--- config.mk ---
export PLATFORM = sky130hd
export DESIGN_NAME = irpf_queue
export DESIGN_NICKNAME = d
export VERILOG_FILES = /design/src/design/irpf_pkg.sv /design/src/design/irpf_queue.sv
export VERILOG_INCLUDE_DIRS = /design/src /design/src/design
export SDC_FILE = /design/constraint.sdc
export NUM_CORES = 1
export LEC_CHECK = 0
export BUFFER_PORTS_ARGS = -buffer_cell sky130_fd_sc_hd__buf_2
export CAP_MARGIN = 20
export CORE_MARGIN = 10
export CORE_UTILIZATION = 30
export DETAILED_ROUTE_END_ITERATION = 16
export PLACE_DENSITY_LB_ADDON = 0.25
export SLEW_MARGIN = 20
export SYNTH_ARGS = -nofsm -noshare
export SYNTH_HDL_FRONTEND = slang
export SYNTH_SLANG_ARGS = --single-unit
--- constraint.sdc ---
create_clock -name clk -period 3.3 [get_ports clk]
set_input_delay 0.495 -clock clk [delete_from_list [all_inputs] [get_ports clk]]
set_output_delay 0.495 -clock clk [all_outputs]
set_load 0.02 [all_outputs]
--- src/design/image_row_predictor_filter_top_assert.svh ---
// Assertion helpers shared by the modules of the row predictor filter.
// Both sample on clk and are disabled while rst_n is low.
`ifndef IMAGE_ROW_PREDICTOR_FILTER_TOP_ASSERT_SVH
`define IMAGE_ROW_PREDICTOR_FILTER_TOP_ASSERT_SVH

// Same-cycle implication.
`define IRPF_ASSERT_IMP(label, ante, cons) \
    label: assert property (@(posedge clk) disable iff (!rst_n) (ante) |-> (cons)) \
        else $error("irpf assertion failed");

// Next-cycle implication.
`define IRPF_ASSERT_NXT(label, ante, cons) \
    label: assert property (@(posedge clk) disable iff (!rst_n) (ante) |=> (cons)) \
        else $error("irpf assertion failed");

`endif

--- src/design/irpf_pkg.sv ---
package irpf_pkg;

    localparam int MAX_WIDTH_DEF  = 4096;
    localparam int MAX_HEIGHT_DEF = 4096;

    localparam int PIX_W       = 8;
    localparam int MODE_W      = 3;
    localparam int DIM_REG_W   = 13;
    localparam int CFG_IDX_W   = 2;
    localparam int CFG_DATA_W  = 13;
    localparam int QUEUE_DEPTH = 4;

    localparam logic [CFG_IDX_W-1:0] REG_MODE   = 2'd0;
    localparam logic [CFG_IDX_W-1:0] REG_WIDTH  = 2'd1;
    localparam logic [CFG_IDX_W-1:0] REG_HEIGHT = 2'd2;

    localparam logic [MODE_W-1:0] MODE_NONE  = 3'd0;
    localparam logic [MODE_W-1:0] MODE_SUB   = 3'd1;
    localparam logic [MODE_W-1:0] MODE_SUB2  = 3'd2;
    localparam logic [MODE_W-1:0] MODE_UP    = 3'd3;
    localparam logic [MODE_W-1:0] MODE_AVG   = 3'd4;
    localparam logic [MODE_W-1:0] MODE_AVG2  = 3'd5;
    localparam logic [MODE_W-1:0] MODE_PAETH = 3'd6;

    // Position class of one pixel, decided by the front end.
    typedef struct packed {
        logic first_row;
        logic first_col;
        logic frame_end;
    } ctl_t;

    localparam int CTL_W = $bits(ctl_t);

    function automatic logic [PIX_W-1:0] abs_diff(input logic [PIX_W-1:0] x,
                                                  input logic [PIX_W-1:0] y);
        logic [PIX_W:0] d;
        d = {1'b0, x} - {1'b0, y};
        abs_diff = d[PIX_W] ? PIX_W'(~d[PIX_W-1:0] + 1'b1) : d[PIX_W-1:0];
    endfunction

    // Paeth predictor with the estimate wrapped to 8 bits; ties prefer a, then b.
    function automatic logic [PIX_W-1:0] paeth_pick(input logic [PIX_W-1:0] a,
                                                    input logic [PIX_W-1:0] b,
                                                    input logic [PIX_W-1:0] c);
        logic [PIX_W-1:0] t;
        logic [PIX_W-1:0] pa;
        logic [PIX_W-1:0] pb;
        logic [PIX_W-1:0] pc;
        t  = a + b - c;
        pa = abs_diff(t, a);
        pb = abs_diff(t, b);
        pc = abs_diff(t, c);
        if (pa <= pb && pa <= pc)
        begin
            paeth_pick = a;
        end
        else if (pb <= pc)
        begin
            paeth_pick = b;
        end
        else
        begin
            paeth_pick = c;
        end
    endfunction

endpackage

--- src/design/irpf_queue.sv ---
module irpf_queue #(
    parameter int W = 8
) (
    input  logic         clk,
    input  logic         rst_n,
    input  logic         push,
    input  logic [W-1:0] wdata,
    output logic         full,
    input  logic         pop,
    output logic         empty,
    output logic [W-1:0] rdata
);

    localparam int DEPTH = irpf_pkg::QUEUE_DEPTH;
    localparam int PTR_W = $clog2(DEPTH);
    localparam int CNT_W = $clog2(DEPTH + 1);

    logic [W-1:0]     slot_reg [DEPTH];
    logic [PTR_W-1:0] wr_ptr_reg;
    logic [PTR_W-1:0] rd_ptr_reg;
    logic [CNT_W-1:0] count_reg;
    logic [CNT_W-1:0] count_next;

    assign full  = (count_reg == CNT_W'(DEPTH));
    assign empty = (count_reg == '0);
    assign rdata = slot_reg[rd_ptr_reg];

    always_comb
    begin
        count_next = count_reg;
        if (push && !pop)
        begin
            count_next = count_reg + 1'b1;
        end
        else if (pop && !push)
        begin
            count_next = count_reg - 1'b1;
        end
    end

    always_ff @(posedge clk)
    begin
        if (push)
        begin
            slot_reg[wr_ptr_reg] <= wdata;
        end
    end

    always_ff @(posedge clk or negedge rst_n)
    begin
        if (!rst_n)
        begin
            wr_ptr_reg <= '0;
            rd_ptr_reg <= '0;
            count_reg  <= '0;
        end
        else
        begin
            if (push)
            begin
                wr_ptr_reg <= wr_ptr_reg + 1'b1;
            end
            if (pop)
            begin
                rd_ptr_reg <= rd_ptr_reg + 1'b1;
            end
            count_reg <= count_next;
        end
    end

`include "image_row_predictor_filter_top_assert.svh"

    `IRPF_ASSERT_IMP(a_no_pop_empty, pop, !empty)
    `IRPF_ASSERT_NXT(a_pop_drains, pop && !push, count_reg == $past(count_reg) - 1'b1)

endmodule

* Word level (Yosys, flattened, before mapping) *
Memories as Yosys holds them, arrays and structs flattened.
Cells that the tools add are included.
W data, S select, Z words.

storage, ports and cells
  bits in registers = 7
  bits in writable memories = 32
  input port bits = 12
  output and inout bits = 10
  logic and storage cells = 19
  memories kept = 1

cells by class
  add/sub/neg operators = 4
  equal/unequal tests = 1
  mux-type cells = 4
  reduce and logical (&&, ||, !) cells = 6

memory list
  name      depth  width  rd ports  clocked after memory_dff  write ports  line              RTL
  slot_reg  4      8      1         0                         1            irpf_queue.sv:18  logic [W-1:0] slot_reg [DEPTH];

operator list
  cell                   count
  $mux W3                2
  $add A2 B1 Y2 const B  2
  $add A3 B1 Y3 const B  1
  $eq A3 B3 Y1 const B   1
  $logic_not A3 Y1       1
  $sub A3 B1 Y3 const B  1
  $logic_and A1 B1 Y1    2
  $logic_not A1 Y1       2
  $mux W1                2
  $reduce_bool A2 Y1     1

* Logic depth before layout (Yosys ltp) *
Gate-level depths: netlist of the first run.

  word-level depth = 4
  mapped depth = 7
  gate-level depth less buffers = 7

* Worst setup path after synthesis of the first run *
OpenSTA, ideal clock, no wires.

  path kind = input -> register
  start point = input pop
  end point = register count_reg[2]
  library setup time = 0.079 ns
  arrival = 1.481 ns
  data required time = 3.221 ns
  slack = 1.740 ns
  stages = 7
  buffers on the path = 0
  path through = inv_1 ha_1 inv_1 fa_1 xor2_1 nor2_1 xor2_1

between the ends
  cells in the longest elaborated chain, start to end = 3
  elaborated cells on any way between the ends = 5
  classes of those cells = mux: 1; reduce/logical: 4

ends and longest elaborated chain
  what                                           line              RTL
  start, declared                                irpf_queue.sv:9   input logic pop,
  $logic_not A1 Y1                               irpf_queue.sv:31  if (push && !pop)
  $logic_and A1 B1 Y1                            irpf_queue.sv:31
  $mux W3 or $reduce_bool A2 Y1 (tied branches)  -
  end signal, assigned                           irpf_queue.sv:67  count_reg <= count_next;
  end, declared                                  irpf_queue.sv:21  logic [CNT_W-1:0] count_reg;

Parallel ways exist; a longest one is shown, timed or not.
A chain may end at the register's enable or synchronous reset.

* Worst setup path after layout of the first run *
  start point = register rd_ptr_reg[0]
  end point = output rdata[4]

between the ends
  cells in the longest elaborated chain, start to end = 1

ends and longest elaborated chain
  what                    line              RTL
  start, declared         irpf_queue.sv:20  logic [PTR_W-1:0] rd_ptr_reg;
  start signal, assigned  irpf_queue.sv:65  rd_ptr_reg <= rd_ptr_reg + 1'b1;
  $mem_v2 Z4 W8           -
  end, declared           irpf_queue.sv:11  output logic [W-1:0] rdata

No other way between the ends.

==> results of run 1 <==
## area by class of cell
class	instances	area, um2	area share [%]
Multi-Input combinational cell	31	380	21.0
Timing Repair Buffer	21	105	5.81
Inverter	4	15.0	0.830
Clock buffer	6	72.6	4.01
Tap cell	70	87.6	4.84
Clock inverter	2	12.5	0.692
Sequential cell	39	1140	62.8
## report_power, final
part	internal, uW	switching, uW
combinational	216	238
clock	148	156
sequential	659	108
total	1020	502
## synth_stat cells
cell type  count  area [um2]
and2_1         4        25.0
nand2_1        2        7.51
xor2_1         4        35.0
edfxtp_1      32         961
buf_6          1        11.3
nor2_1         1        3.75
ha_1           5        62.6
dfrtp_1        7         175
fa_1           1        20.0
mux2_2         1        11.3
buf_2          1        5.00
nor3b_1        1        7.51
inv_1          4        15.0
xnor2_1        2        17.5
mux4_2         8         180
o21ai_0        1        5.00
nor3_1         1        5.00
## cell families (layout without fill, tap and decap cells)
kind of cell,count (synthesis),after routing
AOI/OAI and AO/OA,1,1
xor gates and xnor gates,6,6
adders and majority gates,6,6
buffers and inverters,6,33
DFF,39,39
muxes,9,9
and+or+nand+nor,9,9
## per-layer routing
layer  part of all wire [%]  track usage (%)  up-vias
li1                       -                -      335
met1                     42             8.22      375
met2                     49             10.4       19
met3                    7.2             3.34        7
met4                    1.6             3.08        0
met5                      0                0        -
## stage by stage
step / setup slack (ns) / cell area [um2]
after floorplan: 1.74 / 1550
after global placement: 1.30 / 1720
after detailed placement: 1.30 / 1720
after CTS: 0.982 / 1810
after global routing: 0.877 / 1810
final: 1.04 / 1810
## final timing paths
path | cells past startpoint | slack (ns) | startpoint | endpoint
max in group asynchronous | 1 | 3.11 | rst_n | rd_ptr_reg[1]
setup reg to reg | 3 | 1.91 | wr_ptr_reg[0] | slot_reg[0][1]
hold reg to reg | 1 | 0.49 | count_reg[2] | count_reg[2]
min in group clk | 1 | 0.42 | wdata[7] | slot_reg[2][7]
setup / recovery | 2 | 1.04 | rd_ptr_reg[0] | rdata[4]
hold / removal | 1 | 0.03 | rst_n | count_reg[1]
==> reports/metrics.yaml, run 1 <==
power:
  max-vdd-ir-drop_mv: 0.297
  p_leak_uw: 0.000665
  power.total_uw: 1530
  powerDensity_mw_per_mm2: 843
synthesis:
  synth_fp_nets: 94
  synth_compound_area_share_pct: 0.323
  synth-seq-cells: 39
  muxShareOfSynthArea_pct: 12.4
  synth_top_family_by_area: "multiplexers"
  netlist_area_mm2: 0.00155
  synth-simple-area-share_pct: 3.15
  syn_inst: 76
  synthDistinctLibCells: 17
  yosysSeqAreaShare_pct: 73.4
  synth_fa_ha_area_share_pct: 5.34
  syn_avg_cell_area_um2: 20.4
  synth_warnings: 0
  synth_xor_area_share_pct: 3.40
global_routing:
  grt_pass1_vias: 837
  grt_usage_pct: 6.90
  grt_overflow: 0
  grt_pass1_wl_um: 4470
  antenna_found_initial: 0
  grt_max_degree: 13
setup_path:
  startpoint_type: "register"
  critPathArrivalTime_ns: 1.76
  crit_buf_inv: 1
  worst-setup-path-type: "reg2out"
  crit_family: "flip-flops"
  cpPeakStageDelay_ns: 0.72
  crit_fanout: 10
  cp.required_ns: 2.80
  critPathCaptureType: "primary output"
  worst_path_max_delay_cell: "dfrtp_1"
  cp_cell_sequence: "mux4_2 > buf_2"
final_layout:
  fillers: 484
  mostFrequentLayoutCells: "edfxtp_1 (32), buf_2 (21), mux4_2 (8)"
  stdcell_count: 173
  layout-drive-gt1-share_pct: 35.9
  antenna_cells: 0
  largest_reg_flops: 32
  syn2layout_area_growth_pct: 16.9
  final_common_cell: "edfxtp_1"
  final_nets: 120
  post-route-util_pct: 35.9
cts:
  cts_buffer_depth: 2
  htree_levels: 2
  postCtsSetupRepairBufs: 0
  cts_sinks: 39
  cts_tree: "built"
  cts_resized: 0
  clk_pin_slew_ns: 0.07
  cts_buffers: 5
  cts_root_buf: "clkbuf_8"
  hold_buffers: 0
  insertion_delay_ns: 0.28
sta:
  finalSetupViolations: 0
  maxSlewViolCount: 0
  final.min_clock_period_ns: 2.26
  fin_crit_sh_pct: 68.4
  tightest_slew_ns: 0.587
  holdWs_ns: 0.0330
  skew_ns: 0.00648
  max_freq_ghz: 0.443
  finalSetupTns_ns: 0
  relSlewSlack_pct: 60.8
  final_hold_viol_count: 0
  rsz0062_at_grt: "no"
drt:
  via_per_inst: 4.25
  drt-pass1-iter-count: 4
  drt-total-wl_um: 2580
  first_iter_violations: 45
  route.detailed.drc: 0
  ant_nets: 0
  wl_per_cell_um: 14.9
  vias: 736
floorplanning:
  die_y_um: 91.8
  start_util_pct: 30.7
  core_area_mm2: 0.00504
  num_io_pins: 22
  dieArea_mm2: 0.00843
  die_x_um: 91.8
  num_rows: 26
place:
  port_buffers: 21
  hpwl_um: 1860
  placedCellCount: 165
  gp_congestion: 0.624
status:
  status: "finished clean"
run:
  cap_violations: 0
hold_path:
  min_path_type: "in2async"
Note: power is estimated with default switching activity, not from simulation.
==> run 2: changes to the inputs <==
Clock period 3.3 ns to 2.3 ns, I/O delays scaled along.
==> run 2 against run 1 <==
Compared with the run above:
- clock power is 40% higher
- clock skew rose by 0.00072 ns
- first-iteration DRC count down 58%
- non-clock buffer count rose by 3
- die area unchanged
- register-to-register slack worse by 1.1 ns
- wire length up 1.7%
- global-route usage decreased by 0.24 points
- critical path type unchanged
- highest routed layer unchanged
==> reports/metrics.yaml, run 2 (synthesis results as in run 1) <==
setup_path:
  crit_buf_inv: 2
  worst_path_max_delay_cell: "mux4_2"
  critPathArrivalTime_ns: 1.52
  cp.required_ns: 1.96
  cp_cell_sequence: "buf_4 > mux4_2 > buf_2"
  crit_fanout: 6
  crit_family: "multiplexers"
  cpPeakStageDelay_ns: 0.52
  critPathCaptureType: "primary output"
  startpoint_type: "register"
  worst-setup-path-type: "reg2out"
sta:
  finalSetupViolations: 0
  rsz0062_at_grt: "no"
  relSlewSlack_pct: 67.6
  finalSetupTns_ns: 0
  maxSlewViolCount: 0
  fin_crit_sh_pct: 81.2
  tightest_slew_ns: 0.485
  final_hold_viol_count: 0
  final.min_clock_period_ns: 1.87
  skew_ns: 0.00720
  max_freq_ghz: 0.535
global_routing:
  grt_pass1_wl_um: 4210
  grt_max_degree: 12
  antenna_found_initial: 0
  grt_overflow: 0
  grt_pass1_vias: 820
  grt_usage_pct: 6.67
drt:
  drt-total-wl_um: 2630
  ant_nets: 0
  vias: 742
  via_per_inst: 4.22
  route.detailed.drc: 0
  wl_per_cell_um: 14.9
  drt-pass1-iter-count: 4
  first_iter_violations: 19
floorplanning:
  die_x_um: 91.8
  die_y_um: 91.8
  start_util_pct: 30.7
  core_area_mm2: 0.00504
  num_rows: 26
  dieArea_mm2: 0.00843
  num_io_pins: 22
place:
  port_buffers: 21
  placed_cell_area_mm2: 0.00174
  gp_congestion: 0.652
  hpwl_um: 1840
cts:
  cts_sinks: 39
  clk_pin_slew_ns: 0.07
  cts_buffers: 5
  cts_buffer_depth: 2
  htree_levels: 2
  cts_resized: 0
  insertion_delay_ns: 0.28
  postCtsSetupRepairBufs: 0
  cts_root_buf: "clkbuf_8"
  cts_tree: "built"
final_layout:
  final_common_cell: "edfxtp_1"
  fillers: 497
  layout-drive-gt1-share_pct: 34.9
  largest_reg_flops: 32
  final_nets: 123
  mostFrequentLayoutCells: "edfxtp_1 (32), buf_2 (21), mux4_2 (8)"
  seq_area_mm2: 0.00114
  antenna_cells: 0
  multiInputGateArea_um2: 380
  post-route-cell-area_mm2: 0.00183
  syn2layout_area_growth_pct: 18.2
status:
  status: "finished clean"
run:
  cap_violations: 0
hold_path:
  min_path_type: "in2reg"
power:
  p_leak_uw: 0.000678
  max-vdd-ir-drop_mv: 0.667
  powerDensity_mw_per_mm2: 1210
[run 2: changes by cell type in the layout (fill, tap and decap cells not counted), sizes merged]
cell and change:
buf +2, clkinv +1, clkinvlp -1, dlygate4sd3 +1
[run 2: layout make-up]
class,instances,share of cell area (%)
tap,70,4.79
multi-input combinational,31,20.8
clock buffer,6,3.97
sequential,39,62.1
clock inverter,2,0.410
timing repair buffer,24,7.11
inverter,4,0.821
[run 2: worst reg2reg max path, cell delays in order, from the launching register on]
cell and delay (ns):
dfrtp_1 0.43, inv_1 0.10, ha_1 0.14, and2_1 0.42
[run 2: where the power goes]
part           internal [uW]  switching, uW
registers                947            114
logic                    335            396
clock network            207            217
[run 2: path summary, 6_finish.rpt]
kind / end / slack, ns / start / depth (start not counted)
setup / recovery: rdata[7] / 0.43 / rd_ptr_reg[0] / 3
hold / removal: rd_ptr_reg[0] / 0.27 / pop / 2
setup reg to reg: slot_reg[0][4] / 0.85 / wr_ptr_reg[0] / 3
hold reg to reg: count_reg[2] / 0.52 / count_reg[2] / 1
max in group asynchronous: rd_ptr_reg[1] / 1.72 / rst_n / 2
min in group asynchronous: count_reg[1] / 0.42 / rst_n / 2
[run 2: layer usage]
layer,vias up,GRT usage [%],routed length [um]
li1,343,-,-
met1,378,7.44,1160
met2,19,10.2,1260
met3,2,3.91,186
met4,0,2.70,14
met5,-,0,0
[run 2: stage by stage]
step / util, % / cells / hold slack, ns / total power (uW) / setup slack (ns)
after floorplan: - / 76 / 0.0494 / 1590 / 0.890
after global placement: 34.5 / 167 / 0.188 / 1820 / 0.721
after detailed placement: 34.5 / 167 / 0.193 / 1840 / 0.666
after CTS: 36.3 / 176 / 0.268 / 2270 / 0.417
after global routing: 36.3 / 176 / 0.258 / 2370 / 0.374
final: 36.3 / 176 / 0.271 / 2220 / 0.432
[run 2: timing repair]
item                       CTS  global route
hold buffers                 1             0
setup endpoints to repair    0             0
hold endpoints to repair     7             0
