$ cat src/design/image_row_predictor_filter_top_assert.svh
// Assertion helpers shared by the modules of the row predictor filter.
// Both sample on clk and are disabled while rst_n is low.
`ifndef IMAGE_ROW_PREDICTOR_FILTER_TOP_ASSERT_SVH
`define IMAGE_ROW_PREDICTOR_FILTER_TOP_ASSERT_SVH

// Same-cycle implication.
`define IRPF_ASSERT_IMP(label, ante, cons) \
    label: assert property (@(posedge clk) disable iff (!rst_n) (ante) |-> (cons)) \
        else $error("irpf assertion failed");

// Next-cycle implication.
`define IRPF_ASSERT_NXT(label, ante, cons) \
    label: assert property (@(posedge clk) disable iff (!rst_n) (ante) |=> (cons)) \
        else $error("irpf assertion failed");

`endif

$ cat src/design/irpf_pkg.sv
package irpf_pkg;

    localparam int MAX_WIDTH_DEF  = 4096;
    localparam int MAX_HEIGHT_DEF = 4096;

    localparam int PIX_W       = 8;
    localparam int MODE_W      = 3;
    localparam int DIM_REG_W   = 13;
    localparam int CFG_IDX_W   = 2;
    localparam int CFG_DATA_W  = 13;
    localparam int QUEUE_DEPTH = 4;

    localparam logic [CFG_IDX_W-1:0] REG_MODE   = 2'd0;
    localparam logic [CFG_IDX_W-1:0] REG_WIDTH  = 2'd1;
    localparam logic [CFG_IDX_W-1:0] REG_HEIGHT = 2'd2;

    localparam logic [MODE_W-1:0] MODE_NONE  = 3'd0;
    localparam logic [MODE_W-1:0] MODE_SUB   = 3'd1;
    localparam logic [MODE_W-1:0] MODE_SUB2  = 3'd2;
    localparam logic [MODE_W-1:0] MODE_UP    = 3'd3;
    localparam logic [MODE_W-1:0] MODE_AVG   = 3'd4;
    localparam logic [MODE_W-1:0] MODE_AVG2  = 3'd5;
    localparam logic [MODE_W-1:0] MODE_PAETH = 3'd6;

    // Position class of one pixel, decided by the front end.
    typedef struct packed {
        logic first_row;
        logic first_col;
        logic frame_end;
    } ctl_t;

    localparam int CTL_W = $bits(ctl_t);

    function automatic logic [PIX_W-1:0] abs_diff(input logic [PIX_W-1:0] x,
                                                  input logic [PIX_W-1:0] y);
        logic [PIX_W:0] d;
        d = {1'b0, x} - {1'b0, y};
        abs_diff = d[PIX_W] ? PIX_W'(~d[PIX_W-1:0] + 1'b1) : d[PIX_W-1:0];
    endfunction

    // Paeth predictor with the estimate wrapped to 8 bits; ties prefer a, then b.
    function automatic logic [PIX_W-1:0] paeth_pick(input logic [PIX_W-1:0] a,
                                                    input logic [PIX_W-1:0] b,
                                                    input logic [PIX_W-1:0] c);
        logic [PIX_W-1:0] t;
        logic [PIX_W-1:0] pa;
        logic [PIX_W-1:0] pb;
        logic [PIX_W-1:0] pc;
        t  = a + b - c;
        pa = abs_diff(t, a);
        pb = abs_diff(t, b);
        pc = abs_diff(t, c);
        if (pa <= pb && pa <= pc)
        begin
            paeth_pick = a;
        end
        else if (pb <= pc)
        begin
            paeth_pick = b;
        end
        else
        begin
            paeth_pick = c;
        end
    endfunction

endpackage

$ cat src/design/irpf_front.sv
module irpf_front #(
    parameter int MAX_WIDTH  = irpf_pkg::MAX_WIDTH_DEF,
    parameter int MAX_HEIGHT = irpf_pkg::MAX_HEIGHT_DEF,
    parameter int CNT_W      = 12,
    parameter int RCNT_W     = 12
) (
    input  logic                                clk,
    input  logic                                rst_n,
    input  logic [irpf_pkg::DIM_REG_W-1:0]      image_width,
    input  logic [irpf_pkg::DIM_REG_W-1:0]      image_height,
    input  logic                                in_valid,
    output logic                                in_ready,
    input  logic                                q_full,
    output logic                                q_push,
    output logic [CNT_W-1:0]                    q_col,
    output irpf_pkg::ctl_t                      q_ctl
);

    localparam int WCMP_W = (CNT_W + 1 > irpf_pkg::DIM_REG_W) ? CNT_W + 1
                                                               : irpf_pkg::DIM_REG_W;
    localparam int HCMP_W = (RCNT_W + 1 > irpf_pkg::DIM_REG_W) ? RCNT_W + 1
                                                                : irpf_pkg::DIM_REG_W;

    logic [CNT_W-1:0]  col_reg;
    logic [CNT_W-1:0]  col_next;
    logic [RCNT_W-1:0] row_reg;
    logic [RCNT_W-1:0] row_next;
    logic [WCMP_W-1:0] w_ext;
    logic [WCMP_W-1:0] w_eff;
    logic [WCMP_W-1:0] col_inc;
    logic [HCMP_W-1:0] h_ext;
    logic [HCMP_W-1:0] h_eff;
    logic [HCMP_W-1:0] row_inc;
    logic              last_col;
    logic              last_row;

    // Out-of-range dimensions fold to 1 or to MAX_WIDTH (the line store size) or MAX_HEIGHT.
    always_comb
    begin
        w_ext = WCMP_W'(image_width);
        h_ext = HCMP_W'(image_height);
        if (w_ext == '0)
        begin
            w_eff = WCMP_W'(1);
        end
        else if (w_ext > WCMP_W'(MAX_WIDTH))
        begin
            w_eff = WCMP_W'(MAX_WIDTH);
        end
        else
        begin
            w_eff = w_ext;
        end
        if (h_ext == '0)
        begin
            h_eff = HCMP_W'(1);
        end
        else if (h_ext > HCMP_W'(MAX_HEIGHT))
        begin
            h_eff = HCMP_W'(MAX_HEIGHT);
        end
        else
        begin
            h_eff = h_ext;
        end
    end

    assign col_inc  = WCMP_W'(col_reg) + WCMP_W'(1);
    assign row_inc  = HCMP_W'(row_reg) + HCMP_W'(1);
    assign last_col = (col_inc >= w_eff);
    assign last_row = (row_inc >= h_eff);

    assign in_ready = !q_full;
    assign q_push   = in_valid && !q_full;
    assign q_col    = col_reg;

    always_comb
    begin
        q_ctl.first_row = (row_reg == '0);
        q_ctl.first_col = (col_reg == '0);
        q_ctl.frame_end = last_col && last_row;
    end

    always_comb
    begin
        col_next = col_reg;
        row_next = row_reg;
        if (q_push)
        begin
            if (last_col)
            begin
                col_next = '0;
                row_next = last_row ? '0 : row_inc[RCNT_W-1:0];
            end
            else
            begin
                col_next = col_inc[CNT_W-1:0];
            end
        end
    end

    always_ff @(posedge clk or negedge rst_n)
    begin
        if (!rst_n)
        begin
            col_reg <= '0;
            row_reg <= '0;
        end
        else
        begin
            col_reg <= col_next;
            row_reg <= row_next;
        end
    end

`include "image_row_predictor_filter_top_assert.svh"

    `IRPF_ASSERT_NXT(a_frame_wraps, q_push && q_ctl.frame_end, col_reg == '0 && row_reg == '0)

endmodule

$ cat config.mk
export PLATFORM = sky130hd
export DESIGN_NAME = irpf_front
export DESIGN_NICKNAME = d
export VERILOG_FILES = /design/src/design/irpf_pkg.sv /design/src/design/irpf_front.sv
export VERILOG_INCLUDE_DIRS = /design/src /design/src/design
export SDC_FILE = /design/constraint.sdc
export NUM_CORES = 1
export LEC_CHECK = 0
export ABC_AREA = 1
export BUFFER_PORTS_ARGS = -buffer_cell sky130_fd_sc_hd__buf_2
export CORE_ASPECT_RATIO = 0.75
export CORE_MARGIN = 2
export CORE_UTILIZATION = 35
export DETAILED_ROUTE_END_ITERATION = 10
export GPL_TIMING_DRIVEN = 1
export PLACE_DENSITY = 0.67
export SETUP_SLACK_MARGIN = 0.02
export SLEW_MARGIN = 20
export SYNTH_ARGS = -nofsm -noshare
export SYNTH_HDL_FRONTEND = slang
export SYNTH_SLANG_ARGS = --single-unit
$ cat constraint.sdc
create_clock -name clk -period 2.8 [get_ports clk]
set_input_delay 0.28 -clock clk [delete_from_list [all_inputs] [get_ports clk]]
set_output_delay 0.28 -clock clk [all_outputs]
set_load 0.1 [all_outputs]
# Word-level counts from Yosys, hierarchy flattened
# Index checks and enable logic that the tools add are counted.
dict set report word_totals {
  register_bits 24
  output_inout_bits 17
}
dict set report op_classes {
  add_sub_neg 2
  n_lt_le_gt_ge 4
  mux 6
  reduce_logical 8
}
# operator count
set ops {}
lappend ops {{2-to-1 mux 13 bit} 4}
lappend ops {{adder 12 x 1 -> 13 bit, second input constant} 2}
lappend ops {{>= comparator 13 bit} 2}
lappend ops {{greater-than comparator 13 bit, second input constant} 2}
lappend ops {{logical NOT 13 bit} 2}
lappend ops {{logical NOT 12 bit} 2}
lappend ops {{2-to-1 mux 12 bit} 2}
lappend ops {{logical AND 1 bit} 2}
lappend ops {{AND reduction 2 bit} 1}
lappend ops {{logical NOT 1 bit} 1}

# Logic depth before layout (Yosys ltp)
# Gate-level depths: netlist of run 1.
dict set report logic_depth {
  ltp_word 5
  mapped_depth 18
}

# Worst setup path before layout of run 1
# Ideal clock, no wire load.
dict set report synth_path {
  path_type {reg2out}
  start {register col_reg[0] (netlist: q_col[0])}
  end {output port q_ctl[0] (netlist bit)}
  arrival_time_ns 4.410
  path_slack_ns -1.890
  path_stages_with_launch 17
  cell_sequence {dfrtp_1 > ha_1 > nand2_1 > nor3_1 > nand2_1 > nand2_1 > nand2_1 > ha_1 > nand2_1 > nor2_1 > nand2_1 > inv_1 > nand2_1 > inv_1 > nor2_2 > buf_2 > a31oi_1}
}
# element line_no
set synth_rtl {}
lappend synth_rtl {{from (decl)} irpf_front.sv:24} ;# logic [CNT_W-1:0] col_reg;
lappend synth_rtl {{from (signal assigned)} irpf_front.sv:111} ;# col_reg <= col_next;
lappend synth_rtl {{to (decl)} irpf_front.sv:16} ;# output irpf_pkg::ctl_t q_ctl

==> results of run 1 <==
==> final cells by class <==
cell class | count | area, um2 | area share
Clock buffer | 4 | 45.0 | 0.0135
Inverter | 57 | 214 | 0.0642
Multi-Input combinational cell | 298 | 1810 | 0.543
Sequential cell | 24 | 621 | 0.186
Tap cell | 84 | 105 | 0.0315
Timing Repair Buffer | 80 | 538 | 0.161
==> through the flow <==
step / instance area (um2) / power, mW
6_report: 3330 / 2.51
5_1_grt: 3330 / 2.69
4_1_cts: 3170 / 2.38
3_5_place_dp: 2860 / 2.04
3_3_place_gp: 2860 / 2.02
2_1_floorplan: 2460 / 1.69
==> power groups by stage <==
stage                     registers [mW]  logic (mW)  clock network [mW]
final                              0.550        1.74               0.214
after global routing               0.565        1.89               0.233
after CTS                          0.545        1.61               0.222
after detailed placement           0.547        1.50                   0
after global placement             0.544        1.48                   0
after floorplan                    0.930       0.764                   0
==> logic make-up (layout without fill, tap and decap cells) <==
group                    count (synthesis)  in the layout  share of synthesized area
AND/OR/NAND/NOR                        229            229                      0.396
XOR/XNOR                                12             12                     0.0434
adder cells (fa/ha/maj)                 30             30                      0.155
flip-flops                              24             24                      0.248
buffers and inverters                   63            141                      0.101
AO/OA/AOI/OAI                           27             27                     0.0564
==> Yosys cell counts <==
cell type                  count  area [um2]
sky130_fd_sc_hd__nor2_1       46         173
sky130_fd_sc_hd__dfrtp_1      24         601
sky130_fd_sc_hd__ha_1         30         375
sky130_fd_sc_hd__nand2_2       1        6.26
sky130_fd_sc_hd__nand2_1     130         488
sky130_fd_sc_hd__a31oi_1       1        6.26
sky130_fd_sc_hd__o21ai_0      16        80.1
sky130_fd_sc_hd__clkinv_1      1        3.75
sky130_fd_sc_hd__nor2_4        1        11.3
sky130_fd_sc_hd__inv_1        56         210
sky130_fd_sc_hd__a21oi_1       8        40.0
sky130_fd_sc_hd__nand2_4       1        11.3
sky130_fd_sc_hd__nor4_1        6        37.5
sky130_fd_sc_hd__nor2_2        3        18.8
sky130_fd_sc_hd__xnor2_1       1        8.76
sky130_fd_sc_hd__xor2_1       11        96.3
sky130_fd_sc_hd__clkbuf_1      2        7.51
sky130_fd_sc_hd__buf_4         1        7.51
sky130_fd_sc_hd__and2_1        1        6.26
sky130_fd_sc_hd__nand4_1       5        31.3
sky130_fd_sc_hd__nor3_1        4        20.0
sky130_fd_sc_hd__nand3_1      31         155
sky130_fd_sc_hd__buf_2         3        15.0
sky130_fd_sc_hd__o21ai_1       2        10.0
==> worst max-delay path by stage <==
stage | startpoint | to | slack, ns | cells past startpoint
finish | q_col[0] | q_ctl[0] | -0.05 | 16
global route | q_col[0] | q_ctl[0] | -0.19 | 16
CTS | q_col[4] | q_ctl[0] | 0.02 | 15
detailed placement | q_col[0] | q_col[2] | 0.08 | 14
global placement | q_col[0] | q_ctl[0] | 0.15 | 15
floorplan | q_col[1] | q_ctl[0] | -0.42 | 16
==> worst max-delay path, delay by kind of cell (launching register included) <==
kind / cells / cell delay, ns
AND/OR/NAND/NOR: 8 / 0.71
buffers and inverters: 5 / 0.56
flip-flops: 1 / 0.51
adder cells (fa/ha/maj): 1 / 0.27
XOR/XNOR: 1 / 0.20
AO/OA/AOI/OAI: 1 / 0.05
==> what timing repair did <==
action,4_1_cts,5_1_grt
gates resized for setup,29,26
hold endpoints to repair,0,0
setup buffers,20,6
cloned,0,1
endpoints found under the setup margin,1,12
pin swaps,16,14
==> per-layer routing <==
layer / track usage / routed length (um) / vias to the layer above
met3: 0.0330 / 371 / 4
met4: 0.0164 / 27 / 0
met2: 0.303 / 3140 / 52
met5: 0 / 0 / -
met1: 0.253 / 3270 / 1217
li1: - / - / 1376
==> impl_summary.txt, run 1 <==
----------------------------------------------------
[Outcome]
  Result of the run ... complete, but fails checks
  Failing checks ... negative hold slack, negative setup slack

[Timing]
  Setup violations, final ... 1
  Slack of the critical path ... -0.0500 ns
  Final count of pins violating max slew ... 0
  Worst slack on hold paths ... -0.00689 ns
  Tmin final ... 2.85 ns
  Sum of negative setup slack ... -0.0500 ns
  RSZ-0062 raised after global routing ... true
  Max Clock Skew ... about 0.0032 ns
  Fin crit share ... 1.02
  Fmax achieved ... 0.351 GHz
  Relative slew slack ... 0.624
  Number of failing hold endpoints at the final stage ... 23
  Actual transition at the worst max-transition pin ... approximately 0.56 ns

[Clock tree]
  Sink Count ... 24
  CTS tree ... yes
  Skew-Pair Late Insertion Delay ... around 0.27 ns
  Deepest level of the CTS H-tree ... 1
  Root Buffer Master ... sky130_fd_sc_hd__clkbuf_8
  Maximum clock insertion buffer count ... 2
  # hold bufs at CTS ... 0
  Number of buffers created by CTS ... 3
  Clock edge transition at the registers on the reported setup and hold paths ... 0.08 ns

[Detailed routing]
  Violation count after the first detailed-routing iteration ... 162
  DRT Wirelength ... slightly below 7000 um
  DRC violations left ... 0
  Detail-routed via count per cell ... about 4.8
  WL per Instance ... about 12 um
  Initial DRT Pass Iterations ... 4
  Vias ... 2,649
  Routed Antenna Nets ... 0

[Floorplan]
  Initial Util ... 0.358
  Die Ht ... about 76 um
  DIE AREA ... 7600 um2
  Number of core rows ... 26
  Num ports ... 47
  Placeable core region ... ~6800 um2
  X dimension of the die ... between 100 and 150 um

[Layout]
  Fin util ... 0.493
  Area delta synth->final ... 37.8%
  Most common cell after layout, fill and taps aside ... sky130_fd_sc_hd__nand2_1
  Nets ... ~520
  Antenna diodes ... 0
  Share of post-route cells with drive strength above 1 ... 0.311
  Most frequent cells in the layout ... 119 x sky130_fd_sc_hd__nand2_1, 53 x sky130_fd_sc_hd__inv_1, 45 x sky130_fd_sc_hd__buf_2
  Number of fill cells ... around 700
  Fin cells ... between 500 and 600

[Global route]
  Total global-route track usage ... 0.181
  Global-route wire length before repair ... around 11,000 um
  Pin count of the biggest net entering global routing ... 25
  Congestion Overflow GR ... 0
  Number of antenna violations at the first check in global routing ... 0
  Via count of the first global-routing pass ... roughly 2,600

[Worst setup path]
  Slowest stage cell on the critical path ... sky130_fd_sc_hd__dfrtp_4
  Delay contributed by the slowest stage of the critical path ... roughly 0.51 ns
  Kind of critical path ... reg2out
  Worst Reg-to-Reg Cells ... 21
  Cell seen most often among critical-path stages ... sky130_fd_sc_hd__nand2_1
  Capturing element type of the critical path ... output port
  Nature of the critical path startpoint ... flip-flop
  Arrival @ worst endpoint ... between 2 and 3 ns
  Reg-to-reg setup timing slack ... 0.09 ns
  Highest net fanout along the worst path ... 3
  R2r endpoint ... row_reg[6]
  Cells along the critical path ... buf_4 -> nand3_2 -> inv_1 -> nand2_2 -> buf_4 -> xor2_2 -> ha_1 -> nand2_2 -> inv_1 -> nand2_1 -> nand2_1 -> nand2_1 -> nand3_2 -> nor2_4 -> a31oi_4 -> buf_12
  Data required time of the worst path ... roughly 2.5 ns
  Worst R2R Start ... row_reg[0]

[Power and ir drop]
  LEAKAGE ... 1.82 nW
  Power density cells ... 751 nW/um2
  Power share of the clock group ... 0.085
  Cell-internal power ... approximately 1.1 mW
  Reported net switching power ... ~1.4 mW
  Maximum resistive drop on vdd ... ~0.36 mV
  Share of total power in sequential cells ... 0.219
  Gate power share ... 0.695
  Sw frac ... 0.575

[Yosys]
  Post-synthesis cell count ... ~390
  Distinct cell type count after synthesis ... 24
  Sequential cell area fraction in the yosys report ... 0.248
  Netlist Area Pre-Place ... around 2400 um2
  YS warnings ... 0
  Net count after synthesis ... about 450
  Post-synthesis sequential element count ... 24
  Average cell area after synthesis ... ~6.3 um2

[Placed design]
  Port Buffer Count ... 46
  Placer Congestion ... 0.919
  HPWL after DPL ... 5070 um
  Worst slack at placement ... 0.0812 ns
  # placed instances ... approximately 520

[Flow run]
  Max cap viols ... 0

[Hold path]
  Hold WC Path Type ... in2async

----------------------------------------------------
Note: power is estimated with default switching activity, not from simulation.
==> run 2: changes to the inputs <==
--- a/config.mk
+++ b/config.mk
@@ -14,7 +14,7 @@
 export DETAILED_ROUTE_END_ITERATION = 10
 export GPL_TIMING_DRIVEN = 1
 export PLACE_DENSITY = 0.67
-export SETUP_SLACK_MARGIN = 0.02
+export SETUP_SLACK_MARGIN = 0.15
 export SLEW_MARGIN = 20
 export SYNTH_ARGS = -nofsm -noshare
 export SYNTH_HDL_FRONTEND = slang
==> impl_summary.txt, run 2 (synthesis gave the netlist of run 1 again) <==
----------------------------------------------------
[Layout]
  Most common cell after layout, fill and taps aside ... sky130_fd_sc_hd__nand2_1
  Most frequent cells in the layout ... 103 x sky130_fd_sc_hd__nand2_1, 53 x sky130_fd_sc_hd__inv_1, 45 x sky130_fd_sc_hd__buf_2
  Share of post-route cells with drive strength above 1 ... 0.365 (+0.0540)
  Area delta synth->final ... 44.5%
  Antenna diodes ... 0 (unchanged)
  Final instance area ... 3500 um2 (+4.9%)
  Fin cells ... 547 (unchanged)
  Nets ... 525 (+0.19%)

[Floorplan]
  Die Ht ... 76.0 um (unchanged)
  Initial Util ... 0.358 (unchanged)
  DIE AREA ... 7600 um2 (unchanged)
  Placeable core region ... 6770 um2 (unchanged)
  X dimension of the die ... 100 um (unchanged)
  Num ports ... 47 (unchanged)
  Number of core rows ... 26 (unchanged)

[Timing]
  Fin crit share ... 1.03 (+0.0102)
  Max Clock Skew ... 0.00208 ns (-0.00114 ns)
  Actual transition at the worst max-transition pin ... 0.546 ns (-0.0184 ns)
  Setup violations, final ... 1 (unchanged)
  Slack of the critical path ... -0.0787 ns (-0.0287 ns)
  Final count of pins violating max slew ... 0 (unchanged)
  Worst slack on hold paths ... -0.00601 ns (+0.000881 ns)
  Tmin final ... 2.88 ns (+0.0287 ns)
  Number of failing hold endpoints at the final stage ... 23 (unchanged)
  Relative slew slack ... 0.636 (+0.0123)
  RSZ-0062 raised after global routing ... true
  Fmax achieved ... 0.347 GHz (-1.0%)

[Placed design]
  Instance area at placement ... 2880 um2 (+0.88%)
  Placer Congestion ... 0.836 (-9.0%)
  Port Buffer Count ... 46 (unchanged)
  # placed instances ... 519 (+0.39%)
  HPWL after DPL ... 5030 um (-0.93%)

[Global route]
  Global-route wire length before repair ... 10,400 um (-8.1%)
  Congestion Overflow GR ... 0 (unchanged)
  Total global-route track usage ... 0.165 (-0.0158)
  Pin count of the biggest net entering global routing ... 25 (unchanged)
  Via count of the first global-routing pass ... 2,338 (-9.2%)
  Number of antenna violations at the first check in global routing ... 0 (unchanged)

[Detailed routing]
  Detail-routed via count per cell ... 4.86 (+0.38%)
  Vias ... 2,659 (+0.38%)
  DRT Wirelength ... 6920 um (+1.7%)
  Routed Antenna Nets ... 0 (unchanged)
  WL per Instance ... 12.7 um (+1.7%)
  Violation count after the first detailed-routing iteration ... 110 (-32%)
  Initial DRT Pass Iterations ... 6 (+2)
  DRC violations left ... 0 (unchanged)

[Clock tree]
  Maximum clock insertion buffer count ... 2 (unchanged)
  Deepest level of the CTS H-tree ... 1 (unchanged)
  Number of buffers created by CTS ... 3 (unchanged)
  CTS tree ... yes
  Root Buffer Master ... sky130_fd_sc_hd__clkbuf_8
  Skew-Pair Late Insertion Delay ... 0.26 ns (about the same)
  Sink Count ... 24 (unchanged)
  Clock edge transition at the registers on the reported setup and hold paths ... 0.08 ns (about the same)

[Worst setup path]
  Delay contributed by the slowest stage of the critical path ... 0.46 ns (-0.05 ns)
  Data required time of the worst path ... 2.52 ns (about the same)
  Cells along the critical path ... ha_4 -> nand2_4 -> nor3_4 -> nand2_2 -> nand2_1 -> nand2_2 -> ha_4 -> nand2_1 -> nor2_2 -> nand2_1 -> inv_1 -> nand2_2 -> inv_1 -> nor2_2 -> buf_6 -> a31oi_4 -> buf_12
  Highest net fanout along the worst path ... 3 (unchanged)
  Slowest stage cell on the critical path ... sky130_fd_sc_hd__dfrtp_4
  Capturing element type of the critical path ... output port
  Nature of the critical path startpoint ... flip-flop
  Arrival @ worst endpoint ... 2.60 ns (+0.03 ns)
  Worst setup path startpoint ... q_col[1]
  Kind of critical path ... reg2out
  Worst R2R Start ... q_col[1]

[Power and ir drop]
  Total power ... 2.69 mW (+7.3%)
  Maximum resistive drop on vdd ... 0.552 mV (+55%)
  LEAKAGE ... 1.92 nW (+5.8%)
  Power density cells ... 769 nW/um2 (+2.3%)

[Hold path]
  Hold WC Path Type ... in2async

[Outcome]
  Result of the run ... complete, but fails checks
  Failing checks ... negative hold slack, negative setup slack

[Flow run]
  Max cap viols ... 0 (unchanged)

----------------------------------------------------
[run 2: where the power goes]
part           switching [mW]  leakage, nW  internal [mW]
clock                   0.102       0.0216         0.0961
sequential              0.115        0.307          0.443
combinational            1.30         1.59          0.633
[run 2: what timing repair did]
action / 4_1_cts / 5_1_grt
pin swaps: 18 / 14
hold buffers: 0 / 0
endpoints found under the setup margin: 13 / 13
cloned: 0 / 2
gates resized for setup: 21 / 68
buffers inserted: 13 / 10
[run 2: routing by layer]
metal	GRT usage	routed length [um]	vias to the layer above
li1	-	-	1372
met1	0.243	3420	1251
met2	0.268	3240	36
met3	0.0294	259	0
met4	0.00411	0	0
met5	0	0	-
[run 2: area by class of cell]
cell class / count / area (um2)
Sequential cell: 24 / 619
Clock buffer: 3 / 41.3
Multi-Input combinational cell: 299 / 1950
Timing Repair Buffer: 80 / 569
Fill cell: 652 / 3270
Tap cell: 84 / 105
Inverter: 57 / 214
[run 2: final timing paths]
path                                    end  slack (ns)  cells past startpoint
worst min register to register  row_reg[11]        0.52                      2
worst max register to register   row_reg[7]        0.15                     17
worst min-delay path            row_reg[11]      -0.006                      1
max in group asynchronous          q_col[1]        2.40                      1
worst max-delay path               q_ctl[0]       -0.08                     17
min in group clk                row_reg[11]        0.52                      2
[run 2: per-stage QoR]
step	setup TNS (ns)	hold WS (ns)	utilization	setup slack (ns)
after floorplan	-0.380	-0.0156	-	-0.380
after global placement	0	0.287	0.426	0.105
after detailed placement	0	0.293	0.426	0.0398
after CTS	-0.0264	0.00696	0.459	-0.0264
after global routing	-0.191	0.0256	0.517	-0.191
final	-0.0787	-0.00601	0.517	-0.0787
[run 2: critical path: cells and delay by family (launching register included)]
kind	cells	cell delay [ns]
compound gates	1	0.17
fa+ha+maj	2	0.43
buf+inv	4	0.46
flops	1	0.46
simple gates	10	0.83
==> run 3: changes to the inputs <==
--- a/config.mk
+++ b/config.mk
@@ -7,7 +7,7 @@
 export NUM_CORES = 1
 export LEC_CHECK = 0
 export ABC_AREA = 1
-export BUFFER_PORTS_ARGS = -buffer_cell sky130_fd_sc_hd__buf_2
+export BUFFER_PORTS_ARGS = -buffer_cell sky130_fd_sc_hd__clkbuf_2
 export CORE_ASPECT_RATIO = 0.75
 export CORE_MARGIN = 2
 export CORE_UTILIZATION = 35
==> impl_summary.txt, run 3 (synthesis gave the netlist of run 1 again) <==
----------------------------------------------------
[Placed design]
  # placed instances ... 518 (-0.19%)
  Instance area at placement ... 2860 um2 (-0.69%)
  Worst slack at placement ... 0.0913 ns (+0.0515 ns)
  Placer Congestion ... 0.886 (+5.9%)
  Port Buffer Count ... 46 (unchanged)
  HPWL after DPL ... 5050 um (+0.55%)

[Hold path]
  Hold WC Path Type ... in2async

[Global route]
  Number of antenna violations at the first check in global routing ... 0 (unchanged)
  Pin count of the biggest net entering global routing ... 25 (unchanged)
  Via count of the first global-routing pass ... 2,460 (+5.2%)
  Global-route wire length before repair ... 11,200 um (+6.9%)
  Congestion Overflow GR ... 0 (unchanged)
  Total global-route track usage ... 0.178 (+0.0125)

[Power and ir drop]
  Power density cells ... 766 nW/um2 (-0.40%)
  LEAKAGE ... 1.87 nW (-2.7%)
  Maximum resistive drop on vdd ... 0.438 mV (-21%)
  Total power ... 2.71 mW (+0.95%)

[Timing]
  Final count of pins violating max slew ... 0 (unchanged)
  Relative slew slack ... 0.579 (-0.0574)
  Setup violations, final ... 1 (unchanged)
  Fmax achieved ... 0.356 GHz (+2.6%)
  Max Clock Skew ... 0.00631 ns (+0.00423 ns)
  Number of failing hold endpoints at the final stage ... 0 (-100%)
  Slack of the critical path ... -0.00648 ns (+0.0722 ns)
  Fin crit share ... 1.00 (-0.0258)
  RSZ-0062 raised after global routing ... true
  Actual transition at the worst max-transition pin ... 0.632 ns (+0.0861 ns)
  Tmin final ... 2.81 ns (-0.0722 ns)

[Detailed routing]
  Initial DRT Pass Iterations ... 4 (-2)
  WL per Instance ... 12.7 um (+0.25%)
  Routed Antenna Nets ... 0 (unchanged)
  Detail-routed via count per cell ... 4.92 (+1.3%)
  DRC violations left ... 0 (unchanged)
  DRT Wirelength ... 7030 um (+1.5%)
  Violation count after the first detailed-routing iteration ... 165 (+50%)
  Vias ... 2,728 (+2.6%)

[Worst setup path]
  Slowest stage cell on the critical path ... sky130_fd_sc_hd__dfrtp_4
  Highest net fanout along the worst path ... 4 (+1)
  Kind of critical path ... reg2out
  Reg-to-reg setup timing slack ... 0.27 ns (+0.12 ns)
  Worst setup path startpoint ... q_col[0]
  Buf/Inv on CP ... 2 (-2)
  Cell seen most often among critical-path stages ... sky130_fd_sc_hd__nor2_2
  R2r endpoint ... row_reg[10]
  Worst R2R Start ... q_col[0]
  Cells along the critical path ... ha_4 -> buf_6 -> a21oi_1 -> nor2_2 -> ha_1 -> nand2_1 -> nor2_2 -> nand3_1 -> nand3_2 -> nor2_4 -> a31oi_4 -> buf_12
  Nature of the critical path startpoint ... flip-flop
  Arrival @ worst endpoint ... 2.53 ns (-0.07 ns)
  Worst Reg-to-Reg Cells ... 15 (-2)
  Data required time of the worst path ... 2.52 ns (about the same)
  Delay contributed by the slowest stage of the critical path ... 0.52 ns (+0.06 ns)
  Critical Path Stages ... 12 (-5)
  CP top delay family ... simple AND/OR/NAND/NOR gates
  Capturing element type of the critical path ... output port

[Clock tree]
  # hold bufs at CTS ... 0 (unchanged)
  CTS tree ... yes
  Root Buffer Master ... sky130_fd_sc_hd__clkbuf_8
  Number of buffers created by CTS ... 3 (unchanged)
  Sink Count ... 24 (unchanged)
  Deepest level of the CTS H-tree ... 1 (unchanged)
  Clock edge transition at the registers on the reported setup and hold paths ... 0.09 ns (about the same)
  Maximum clock insertion buffer count ... 2 (unchanged)
  Skew-Pair Late Insertion Delay ... 0.28 ns (+0.02 ns)

[Floorplan]
  Placeable core region ... 6770 um2 (unchanged)
  Die Ht ... 76.0 um (unchanged)
  X dimension of the die ... 100 um (unchanged)
  Initial Util ... 0.358 (unchanged)
  Num ports ... 47 (unchanged)
  DIE AREA ... 7600 um2 (unchanged)
  Number of core rows ... 26 (unchanged)

[Layout]
  Fin cells ... 554 (+1.3%)
  Antenna diodes ... 0 (unchanged)
  Number of fill cells ... 637 (-2.3%)
  Most common cell after layout, fill and taps aside ... sky130_fd_sc_hd__nand2_1
  Share of post-route cells with drive strength above 1 ... 0.379 (+0.0137)
  Nets ... 531 (+1.1%)
  Final instance area ... 3540 um2 (+1.4%)
  Area delta synth->final ... 46.5%
  Most frequent cells in the layout ... 111 x sky130_fd_sc_hd__nand2_1, 48 x sky130_fd_sc_hd__inv_1, 45 x sky130_fd_sc_hd__clkbuf_2

[Outcome]
  Result of the run ... complete, but fails checks
  Failing checks ... negative setup slack

[Flow run]
  Max cap viols ... 0 (unchanged)

----------------------------------------------------
-- run 3: cell count changes in the layout (fill, tap and decap cells not counted), moves of 3 or more --
| cell | before | now |
|---|---|---|
| sky130_fd_sc_hd__clkbuf_2 | 0 | 45 |
| sky130_fd_sc_hd__inv_2 | 3 | 6 |
| sky130_fd_sc_hd__nand2_2 | 21 | 17 |
| sky130_fd_sc_hd__o21ai_0 | 16 | 13 |
| sky130_fd_sc_hd__nor2_2 | 13 | 10 |
| sky130_fd_sc_hd__o21ai_1 | 2 | 5 |
| sky130_fd_sc_hd__ha_1 | 24 | 21 |
| sky130_fd_sc_hd__ha_4 | 6 | 9 |
| sky130_fd_sc_hd__nand2_4 | 9 | 4 |
| sky130_fd_sc_hd__buf_4 | 25 | 38 |
| sky130_fd_sc_hd__nand2_1 | 103 | 111 |
| sky130_fd_sc_hd__inv_1 | 53 | 48 |
| sky130_fd_sc_hd__buf_2 | 45 | 0 |
-- run 3: cell type report --
type                            count  area (um2)  area share
Clock inverter                      1        30.0     0.00847
Tap cell                           84         105      0.0297
Multi-Input combinational cell    298        1960       0.554
Clock buffer                        3        41.3      0.0116
Sequential cell                    24         622       0.175
Inverter                           57         219      0.0618
Timing Repair Buffer               87         564       0.159
-- run 3: worst reg2reg max path, stage by stage, from the launching register on --
cell and delay, ns:
sky130_fd_sc_hd__dfrtp_4 0.52, sky130_fd_sc_hd__ha_4 0.18, sky130_fd_sc_hd__nand2_4 0.07, sky130_fd_sc_hd__nor2_1 0.05, sky130_fd_sc_hd__xor2_1 0.22, sky130_fd_sc_hd__ha_1 0.31
sky130_fd_sc_hd__a21oi_1 0.21, sky130_fd_sc_hd__nand3_2 0.12, sky130_fd_sc_hd__nand2_2 0.10, sky130_fd_sc_hd__inv_2 0.05, sky130_fd_sc_hd__nor2_4 0.14, sky130_fd_sc_hd__buf_4 0.15
sky130_fd_sc_hd__nor2_2 0.03, sky130_fd_sc_hd__buf_4 0.18, sky130_fd_sc_hd__nand2_1 0.07, sky130_fd_sc_hd__nand2_1 0.05
-- run 3: where the power goes --
part / internal, mW / switching, mW
Sequential: 0.444 / 0.115
Clock: 0.192 / 0.122
Combinational: 0.567 / 1.28
-- run 3: per-stage QoR --
step / TNS (ns) / utilization / hold WS (ns)
finish: -0.00648 / 0.524 / 0.00261
detailed placement: 0 / 0.423 / 0.320
floorplan: -0.380 / - / -0.0156
CTS: -0.0615 / 0.456 / 0.0190
global route: -0.147 / 0.524 / 0.0473
global placement: 0 / 0.423 / 0.322
-- run 3: worst max-delay path by stage --
stage                     slack, ns        to
after detailed placement       0.09  q_ctl[0]
after global routing          -0.15  q_ctl[0]
after floorplan               -0.38  q_ctl[0]
after global placement         0.14  q_ctl[0]
after CTS                     -0.06  q_ctl[0]
final                        -0.006  q_ctl[0]
-- run 3: what timing repair did --
| action | in CTS | in global routing |
|---|---|---|
| cloned | 0 | 0 |
| endpoints found under the setup margin | 17 | 20 |
| buffers inserted | 11 | 21 |
| resized for setup | 20 | 70 |
| pin swaps | 10 | 40 |
-- run 3: per-layer routing --
layer	vias up	GRT usage	wire (um)
met4	0	0.0178	66
met5	-	0	0
met3	6	0.0349	337
li1	1394	-	-
met1	1268	0.260	3380
met2	60	0.282	3250
